$ cat src/hw/rtl/coalescing_refresh_tracker_top_macros.svh
// Assertion macros used by the refresh tracker top level.
`ifndef COALESCING_REFRESH_TRACKER_TOP_MACROS_SVH
`define COALESCING_REFRESH_TRACKER_TOP_MACROS_SVH
`ifndef SYNTH
// Check that a condition holds in the same cycle as its trigger.
`define CRT_ASSERT_NOW(lbl, clk_s, rst_n_s, trig, cond) \
	lbl: assert property (@(posedge clk_s) disable iff (!rst_n_s) (trig) |-> (cond)) \
		else $error("assertion failed");
// Check that a condition holds in the cycle after its trigger.
`define CRT_ASSERT_NEXT(lbl, clk_s, rst_n_s, trig, cond) \
	lbl: assert property (@(posedge clk_s) disable iff (!rst_n_s) (trig) |=> (cond)) \
		else $error("assertion failed");
`else
`define CRT_ASSERT_NOW(lbl, clk_s, rst_n_s, trig, cond)
`define CRT_ASSERT_NEXT(lbl, clk_s, rst_n_s, trig, cond)
`endif
`endif

$ cat src/hw/rtl/crt_pkg.sv
// Package with the types, codes and constants of the refresh tracker.
package crt_pkg;

	// Number of slots by default.
	localparam int CRT_NUM_KINDS = 8;
	// Depth of the queue between front and back.
	localparam int QUEUE_DEPTH = 2;

	localparam int KIND_W = 4;
	localparam int OP_W   = 3;
	localparam int WORD_W = 64;

	localparam logic [WORD_W-1:0] ALL_ONES = {WORD_W{1'b1}};

	// Operation codes on the input channel.
	localparam logic [OP_W-1:0] OP_REQUEST    = 3'd0;
	localparam logic [OP_W-1:0] OP_COMPLETE   = 3'd1;
	localparam logic [OP_W-1:0] OP_EXPIRE     = 3'd2;
	localparam logic [OP_W-1:0] OP_ABORT      = 3'd3;
	localparam logic [OP_W-1:0] OP_IS_CURRENT = 3'd4;
	localparam logic [OP_W-1:0] OP_IS_BUSY    = 3'd5;

	// Input item.
	typedef struct packed {
		logic [OP_W-1:0]   operation;
		logic [KIND_W-1:0] kind;
		logic [WORD_W-1:0] generation_tag;
		logic [WORD_W-1:0] now_ms;
		logic [WORD_W-1:0] timeout_ms;
	} req_item_t;

	// Result item.
	typedef struct packed {
		logic              dispatch;
		logic              coalesced;
		logic              accepted;
		logic              dispatch_next;
		logic              expired;
		logic              had_pending;
		logic              answer;
		logic [WORD_W-1:0] generation_out;
		logic [WORD_W-1:0] next_generation;
	} rsp_item_t;

	// Classified command; everything that can only give an all-zero result is CMD_NONE.
	typedef enum logic [2:0] {
		CMD_NONE,
		CMD_REQUEST,
		CMD_COMPLETE,
		CMD_EXPIRE,
		CMD_ABORT,
		CMD_IS_CURRENT,
		CMD_IS_BUSY
	} cmd_t;

	// Queue entry handed from the front to the back.
	typedef struct packed {
		cmd_t              cmd;
		logic [KIND_W-1:0] kind;
		logic [WORD_W-1:0] tag;
		logic [WORD_W-1:0] now;
		logic [WORD_W-1:0] tmo;
	} q_entry_t;

	// Head of the queue as seen by the back.
	typedef struct packed {
		logic     valid;
		q_entry_t entry;
	} q_head_t;

endpackage

$ cat src/hw/rtl/crt_front.sv
// Front of the refresh tracker: classifies input items and queues them.
module crt_front import crt_pkg::*; #(
	parameter int NUM_KINDS = CRT_NUM_KINDS
) (
	input  logic      clk,
	input  logic      arst_n,
	input  logic      req_valid,
	output logic      req_stall,
	input  req_item_t req,
	input  logic      pop,
	output q_head_t   head
);

	localparam int PTR_W = (QUEUE_DEPTH > 1) ? $clog2(QUEUE_DEPTH) : 1;
	localparam int CNT_W = $clog2(QUEUE_DEPTH + 1);
	localparam logic [KIND_W:0]  KIND_LIMIT = (KIND_W + 1)'(NUM_KINDS);
	localparam logic [CNT_W-1:0] CNT_FULL   = CNT_W'(QUEUE_DEPTH);
	localparam logic [PTR_W-1:0] PTR_LAST   = PTR_W'(QUEUE_DEPTH - 1);

	q_entry_t         cls;
	logic             kind_ok;
	logic             tag_ok;
	logic             push;
	q_entry_t         entries_q [QUEUE_DEPTH];
	logic [PTR_W-1:0] wr_ptr_q;
	logic [PTR_W-1:0] rd_ptr_q;
	logic [CNT_W-1:0] count_q;

	// Classify the item: a bad kind, a zero tag on complete, abort or is_current,
	// an unknown time on expire or an unused code all fold into the no-op command.
	always_comb begin
		kind_ok = {1'b0, req.kind} < KIND_LIMIT;
		tag_ok  = req.generation_tag != '0;
		cls.cmd  = CMD_NONE;
		cls.kind = req.kind;
		cls.tag  = req.generation_tag;
		cls.now  = req.now_ms;
		cls.tmo  = req.timeout_ms;
		if (kind_ok) begin
			unique case (req.operation)
				OP_REQUEST:    cls.cmd = CMD_REQUEST;
				OP_COMPLETE:   cls.cmd = tag_ok ? CMD_COMPLETE : CMD_NONE;
				OP_EXPIRE:     cls.cmd = (req.now_ms != '0) ? CMD_EXPIRE : CMD_NONE;
				OP_ABORT:      cls.cmd = tag_ok ? CMD_ABORT : CMD_NONE;
				OP_IS_CURRENT: cls.cmd = tag_ok ? CMD_IS_CURRENT : CMD_NONE;
				OP_IS_BUSY:    cls.cmd = CMD_IS_BUSY;
				default:       cls.cmd = CMD_NONE;
			endcase
		end
	end

	// Queue handshake.
	assign req_stall  = count_q == CNT_FULL;
	assign push       = req_valid && !req_stall;
	assign head.valid = count_q != '0;
	assign head.entry = entries_q[rd_ptr_q];

	// Queue storage; entries carry no reset.
	always_ff @(posedge clk) begin
		if (push) begin
			entries_q[wr_ptr_q] <= cls;
		end
	end

	// Queue pointers and fill count.
	always_ff @(posedge clk or negedge arst_n) begin
		if (!arst_n) begin
			wr_ptr_q <= '0;
			rd_ptr_q <= '0;
			count_q  <= '0;
		end else begin
			if (push) begin
				wr_ptr_q <= (wr_ptr_q == PTR_LAST) ? '0 : wr_ptr_q + 1'b1;
			end
			if (pop) begin
				rd_ptr_q <= (rd_ptr_q == PTR_LAST) ? '0 : rd_ptr_q + 1'b1;
			end
			if (push && !pop) begin
				count_q <= count_q + 1'b1;
			end else if (pop && !push) begin
				count_q <= count_q - 1'b1;
			end
		end
	end

endmodule

$ cat src/hw/rtl/crt_back.sv
// Back of the refresh tracker: slot state update and result register.
module crt_back import crt_pkg::*; #(
	parameter int NUM_KINDS = CRT_NUM_KINDS
) (
	input  logic      clk,
	input  logic      arst_n,
	input  q_head_t   head,
	output logic      pop,
	output logic      rsp_valid,
	input  logic      rsp_stall,
	output rsp_item_t rsp
);

	localparam int KIDX_W = (NUM_KINDS > 1) ? $clog2(NUM_KINDS) : 1;

	logic              busy_q    [NUM_KINDS];
	logic              again_q   [NUM_KINDS];
	logic [WORD_W-1:0] gen_q     [NUM_KINDS];
	logic [WORD_W-1:0] saved_q   [NUM_KINDS];
	logic [WORD_W-1:0] due_q     [NUM_KINDS];

	logic              rsp_valid_q;
	rsp_item_t         rsp_q;

	logic [KIDX_W-1:0] k;
	logic              busy;
	logic              again;
	logic [WORD_W-1:0] gen;
	logic [WORD_W-1:0] gen_inc;
	logic              gen_max;
	logic              match;
	logic [WORD_W-1:0] tmo_sel;
	logic [WORD_W:0]   due_sum;
	logic [WORD_W-1:0] due_new;

	logic              busy_n;
	logic              again_n;
	logic [WORD_W-1:0] gen_n;
	logic [WORD_W-1:0] saved_n;
	logic [WORD_W-1:0] due_n;
	rsp_item_t         res;

	// Take the head of the queue when the result register is free or draining.
	assign pop       = head.valid && (!rsp_valid_q || !rsp_stall);
	assign rsp_valid = rsp_valid_q;
	assign rsp       = rsp_q;

	// Read the addressed slot.
	assign k       = head.entry.kind[KIDX_W-1:0];
	assign busy    = busy_q[k];
	assign again   = again_q[k];
	assign gen     = gen_q[k];
	assign gen_inc = gen + 1'b1;
	assign gen_max = gen == ALL_ONES;
	assign match   = busy && (gen == head.entry.tag);

	// Due time: zero when time or timeout is unknown, else a saturating sum.
	always_comb begin
		tmo_sel = (head.entry.cmd == CMD_REQUEST) ? head.entry.tmo : saved_q[k];
		due_sum = {1'b0, head.entry.now} + {1'b0, tmo_sel};
		if (head.entry.now == '0 || tmo_sel == '0) begin
			due_new = '0;
		end else if (due_sum[WORD_W]) begin
			due_new = ALL_ONES;
		end else begin
			due_new = due_sum[WORD_W-1:0];
		end
	end

	// Next slot state and result for the head item.
	always_comb begin
		busy_n  = busy;
		again_n = again;
		gen_n   = gen;
		saved_n = saved_q[k];
		due_n   = due_q[k];
		res     = '0;
		unique case (head.entry.cmd)
			CMD_REQUEST: begin
				if (busy) begin
					again_n            = 1'b1;
					res.coalesced      = 1'b1;
					res.generation_out = gen;
				end else if (gen_max) begin
					again_n = 1'b0;
				end else begin
					gen_n              = gen_inc;
					busy_n             = 1'b1;
					again_n            = 1'b0;
					saved_n            = head.entry.tmo;
					due_n              = due_new;
					res.dispatch       = 1'b1;
					res.generation_out = gen_inc;
				end
			end
			CMD_COMPLETE: begin
				if (match) begin
					res.accepted       = 1'b1;
					res.generation_out = head.entry.tag;
					if (!again) begin
						busy_n = 1'b0;
						due_n  = '0;
					end else if (gen_max) begin
						busy_n  = 1'b0;
						again_n = 1'b0;
					end else begin
						again_n             = 1'b0;
						gen_n               = gen_inc;
						due_n               = due_new;
						res.dispatch_next   = 1'b1;
						res.next_generation = gen_inc;
					end
				end
			end
			CMD_EXPIRE: begin
				if (busy && due_q[k] != '0 && head.entry.now >= due_q[k]) begin
					res.expired        = 1'b1;
					res.had_pending    = again;
					res.generation_out = gen;
					busy_n             = 1'b0;
					again_n            = 1'b0;
					due_n              = '0;
				end
			end
			CMD_ABORT: begin
				if (match) begin
					busy_n     = 1'b0;
					again_n    = 1'b0;
					due_n      = '0;
					res.answer = 1'b1;
				end
			end
			CMD_IS_CURRENT: res.answer = match;
			CMD_IS_BUSY:    res.answer = busy;
			default: begin
				res = '0;
			end
		endcase
	end

	// Slot state: written back for the item taken from the queue.
	always_ff @(posedge clk or negedge arst_n) begin
		if (!arst_n) begin
			for (int i = 0; i < NUM_KINDS; i++) begin
				busy_q[i]  <= 1'b0;
				again_q[i] <= 1'b0;
				gen_q[i]   <= '0;
				saved_q[i] <= '0;
				due_q[i]   <= '0;
			end
		end else if (pop) begin
			busy_q[k]  <= busy_n;
			again_q[k] <= again_n;
			gen_q[k]   <= gen_n;
			saved_q[k] <= saved_n;
			due_q[k]   <= due_n;
		end
	end

	// Result valid flag.
	always_ff @(posedge clk or negedge arst_n) begin
		if (!arst_n) begin
			rsp_valid_q <= 1'b0;
		end else if (pop) begin
			rsp_valid_q <= 1'b1;
		end else if (!rsp_stall) begin
			rsp_valid_q <= 1'b0;
		end
	end

	// Result payload.
	always_ff @(posedge clk) begin
		if (pop) begin
			rsp_q <= res;
		end
	end

endmodule

$ cat src/hw/rtl/coalescing_refresh_tracker_top.sv
// Top level of the coalescing refresh tracker.
//
// Input channel req/req_valid/req_stall carries one operation per item:
// request, complete, expire, abort, is_current or is_busy on one slot
// (kind). Output channel rsp/rsp_valid/rsp_stall returns exactly one
// result item per input item, in order.
// An accepted item enters a two-entry queue after classification; the
// back end takes one item per cycle from the queue while the result register
// is free or draining, reads and rewrites the addressed slot registers in
// that cycle and loads the result register.
// An item is registered in the queue, then its result in the result register.
// Throughput: one item per cycle while the output is not stalled, set by the
// read-modify-write of the slot registers in the cycle the item is taken.
// When the receiver holds rsp_stall, the result stays put, the back end
// stops, the queue fills and req_stall rises once it is full.
// Reset clears all slots (busy, pending, generation, timeout, due time),
// the queue and the result valid flag; the block is ready at once.
`include "coalescing_refresh_tracker_top_macros.svh"
module coalescing_refresh_tracker_top import crt_pkg::*; #(
	parameter int NUM_KINDS = CRT_NUM_KINDS
) (
	input  logic      clk,
	input  logic      arst_n,
	input  logic      req_valid,
	output logic      req_stall,
	input  req_item_t req,
	output logic      rsp_valid,
	input  logic      rsp_stall,
	output rsp_item_t rsp
);

	q_head_t head;
	logic    pop;

	// Classification and queue.
	crt_front #(
		.NUM_KINDS (NUM_KINDS)
	) u_front (
		.clk       (clk),
		.arst_n    (arst_n),
		.req_valid (req_valid),
		.req_stall (req_stall),
		.req       (req),
		.pop       (pop),
		.head      (head)
	);

	// Slot state and result register.
	crt_back #(
		.NUM_KINDS (NUM_KINDS)
	) u_back (
		.clk       (clk),
		.arst_n    (arst_n),
		.head      (head),
		.pop       (pop),
		.rsp_valid (rsp_valid),
		.rsp_stall (rsp_stall),
		.rsp       (rsp)
	);

	// A follow-up dispatch always rides on an accepted completion, one generation on.
	`CRT_ASSERT_NOW(a_next_gen, clk, arst_n, rsp_valid && rsp.dispatch_next, rsp.accepted && rsp.next_generation == rsp.generation_out + 1'b1)
	// A result reports at most one kind of outcome.
	`CRT_ASSERT_NOW(a_one_outcome, clk, arst_n, rsp_valid, $countones({rsp.dispatch, rsp.coalesced, rsp.accepted, rsp.expired, rsp.answer}) <= 1)
	// A fresh dispatch never names generation zero.
	`CRT_ASSERT_NOW(a_gen_nonzero, clk, arst_n, rsp_valid && rsp.dispatch, rsp.generation_out != '0)
	// A queued item is always turned into a result on the next edge when the output is free.
	`CRT_ASSERT_NEXT(a_drain, clk, arst_n, head.valid && !rsp_stall, rsp_valid)

endmodule
$ cat config.mk
export PLATFORM = sky130hd
export DESIGN_NAME = coalescing_refresh_tracker_top
export DESIGN_NICKNAME = d
export VERILOG_FILES = /design/src/hw/rtl/crt_pkg.sv /design/src/hw/rtl/crt_front.sv /design/src/hw/rtl/crt_back.sv /design/src/hw/rtl/coalescing_refresh_tracker_top.sv
export VERILOG_INCLUDE_DIRS = /design/src /design/src/hw/rtl
export SDC_FILE = /design/constraint.sdc
export NUM_CORES = 2
export LEC_CHECK = 0
export BUFFER_PORTS_ARGS = -buffer_cell sky130_fd_sc_hd__buf_2
export CORE_MARGIN = 1
export CORE_UTILIZATION = 40
export CTS_BUF_LIST = sky130_fd_sc_hd__clkbuf_8
export CTS_CLUSTER_SIZE = 30
export DETAILED_ROUTE_END_ITERATION = 12
export HOLD_SLACK_MARGIN = 0.08
export PLACE_DENSITY = 0.51
export SYNTH_ARGS = -nofsm -noshare
export SYNTH_HDL_FRONTEND = slang
export SYNTH_HIERARCHICAL = 1
export SYNTH_SLANG_ARGS = --single-unit
$ cat constraint.sdc
create_clock -name clk -period 14.6 [get_ports clk]
set_clock_uncertainty 0.1 [all_clocks]
set_input_delay 2.19 -clock clk [delete_from_list [all_inputs] [get_ports clk]]
set_output_delay 2.19 -clock clk [all_outputs]
set_load 0.01 [all_outputs]
==> results.py <==
metrics = {
    "run_status": {
        "outcome": "finished, final reports clean",
    },
    "die": {
        "io_pins": 340,
        "core_area_um2": 254000,
        "initial_core_util_pct": 40.3,
        "die-area_um2": 258000,
        "die_h_um": 508,
        "num_rows": 185,
        "die_width_um": 508,
    },
    "detailed_routing": {
        "route.vias.total": 72400,
        "remaining_drc_errors": 0,
        "wl_per_cell_um": 30.1,
        "drt-initial-drc-count": 6802,
        "viasPerCell": 5.93,
        "ant_nets": 0,
        "first_pass_iters": 6,
        "wirelength_um": 367000,
    },
    "global_route": {
        "grt_pass1_vias": 72500,
        "grt_max_degree": 182,
        "grt_pass1_wl_um": 530000,
        "antenna_found_initial": 17,
        "track_usage_pct": 28.1,
        "grt_overflow": 0,
    },
    "worst_setup_path": {
        "crit_required_ps": 15430,
        "endpoint_kind": "flop",
        "start_kind": "flop",
        "cp_slowest_cell": "buf_4",
        "cp_max_fo": 106,
        "critical_path_buf_inv_count": 4,
        "crit_family": "compound AO/OA/AOI/OAI gates",
        "crit_chain": "buf_4 > mux2_8 > buf_12 > buf_4 > mux2i_1 > a22oi_1 > nand2_1 > o21ai_2 > ha_1 > nand2_1 > o21ai_0 > a31oi_1 > nand3_1 > a31oi_1 > o21a_1 > o41ai_1 > buf_4 > or3_1 > a31oi_1 > o22ai_4 > mux2_2",
        "worst_ep_arrival_time_ps": 10280,
        "crit_type": "reg2reg",
        "crit_path_max_incr_delay_ps": 830,
    },
    "layout": {
        "nNetsFinal": 8899,
        "final_layout_size_suffix_gt1_share_pct": 31.5,
        "utilization_pct": 45.1,
        "syn_to_final_growth_pct": 12.0,
        "layout.cells.non_filler": 12200,
    },
    "place": {
        "gp_congestion": 0.950,
        "place_inst": 11500,
        "place_hpwl_um": 240000,
        "io_buffers": 339,
    },
    "timing": {
        "tightestPinTransition_ps": 1250,
        "finalHoldViolCount": 0,
        "period_needed_ps": 9450,
        "rsz0062_at_grt": "no",
        "fmax_ghz": 0.106,
        "final.period_utilization_pct": 64.7,
        "slew_viol_final": 0,
        "fin_hold_ws_ps": 373,
        "tns_ps": 0,
        "setup_viol": 0,
        "slew_headroom_pct": 16.9,
    },
    "clocking": {
        "cts_setup_buffers": 0,
        "cts.sinks": 2088,
        "ctsHtreeMaxLevel": 5,
        "clkLatencyLatePin_ps": 1090,
        "cts_tree": "built",
        "root_buffer": "clkbuf_8",
        "path_clk_slew_ps": 60,
        "cts_made_buffers": 381,
        "cts_resized": 0,
        "holdBufCountCts": 0,
        "cts_buffer_depth": 4,
    },
    "logic_synthesis": {
        "syn_inst": 8208,
        "ys.warnings.count": 6,
        "synth.avg_cell_area_um2": 12.5,
        "syn_area_um2": 102000,
        "synth_fp_nets": 8543,
    },
    "power": {
        "p_sw_uw": 12800,
        "switching_share_pct": 45.9,
        "pwr-share-comb_pct": 51.2,
        "peakVddDrop_v": 0.000122,
        "power.density_nw_per_um2": 244,
        "p_seq_share_pct": 29.9,
        "internal_power_uw": 15100,
        "p_clk_share_pct": 19.0,
        "p_leak_uw": 0.0497,
    },
    "flow_run": {
        "cap_violations": 0,
    },
    "hold_path": {
        "holdCritPathClass": "reg2reg",
    },
}
## worst reg2reg max path: stages, from the launching register on
cell     delay, ps
dfrtp_4        670
buf_4          530
mux2_8         700
buf_12         690
buf_4          930
mux2i_1        350
a22oi_1        370
nand2_1        150
o21ai_2        720
ha_1           460
nand2_1        170
o21ai_0        170
a31oi_1        170
nand3_1        270
a31oi_1        760
o21a_1         260
o41ai_1        100
buf_4          170
or3_1          320
a31oi_1        720
o22ai_4        240
mux2_2         320
## metrics by stage
| step | setup WS (ps) | cell area [um2] | total power (uW) |
|---|---|---|---|
| finish | 5150 | 115000 | 28000 |
| global placement | 5290 | 108000 | 22400 |
| CTS | 5300 | 115000 | 27900 |
| floorplan | 3250 | 102000 | 17100 |
| global route | 4930 | 115000 | 29200 |
| detailed placement | 5350 | 108000 | 22500 |
## power groups by stage
stage	combinational, uW	sequential (uW)	clock (uW)
6_report	14300	8350	5310
4_1_cts	14100	8340	5450
3_3_place_gp	14000	8370	0
5_1_grt	15000	8520	5700
2_1_floorplan	8680	8370	0
3_5_place_dp	14100	8440	0
## cells in the final DEF, fill, tap and decap left out, types with 53 or more instances in the layout
cell type	count
nor4_1	79
clkbuf_8	446
a21oi_1	216
buf_4	176
mux2i_1	262
xnor2_1	114
a221o_1	53
o21ai_1	94
nand2_1	938
o22ai_1	68
a221oi_1	93
mux2_2	1440
dfrtp_1	1556
ha_1	131
buf_2	338
nand3_1	71
inv_1	192
o21ai_0	331
a31oi_1	71
nor2_1	329
o22ai_4	57
xor2_1	92
edfxtp_1	531
a22oi_1	62
nor3_1	72
nand4_1	65
mux4_2	118
## flip-flops by register name, summed over array words and instances, names as in the netlist, 2 cells and up
signal and flops:
u_back/gen_q 512, u_back/busy_q 8, u_front/count_q 2, u_back/rsp 135, u_back/due_q 512, u_back/saved_q 512, u_back/again_q 8, u_front/entries_q 396
## path summary, 6_finish.rpt
check	cells after the start	slack, ps	from	endpoint
max	21	5150	u_front/rd_ptr_q	u_back/due_q[121]
min	2	370	u_back/saved_q[450]	u_back/saved_q[450]
max reg2reg	21	5150	u_front/rd_ptr_q	u_back/due_q[121]
min reg2reg	2	370	u_back/saved_q[450]	u_back/saved_q[450]
max in group asynchronous	4	10380	arst_n	u_back/gen_q[189]
min in group asynchronous	1	1000	arst_n	u_back/saved_q[216]
## per-layer routing
metal,global-route usage [%],vias to the layer above,wire length (um)
met3,4.18,707,22300
met4,11.4,8,16100
met1,39.2,37600,162000
met5,0,-,50
met2,43.9,2899,167000
li1,-,31200,-
## layout make-up
| cell class | count | area, um2 |
|---|---|---|
| diodes | 5 | 12.5 |
| clock inverters | 213 | 1010 |
| inverters | 59 | 234 |
| clock buffers | 446 | 6140 |
| flip-flops and latches | 2088 | 54900 |
| repair buffers | 527 | 3270 |
| well taps | 3366 | 4210 |
| fillers | 23400 | 140000 |
| multi-input cells | 5507 | 44900 |
(Power assumes the default switching activity.)
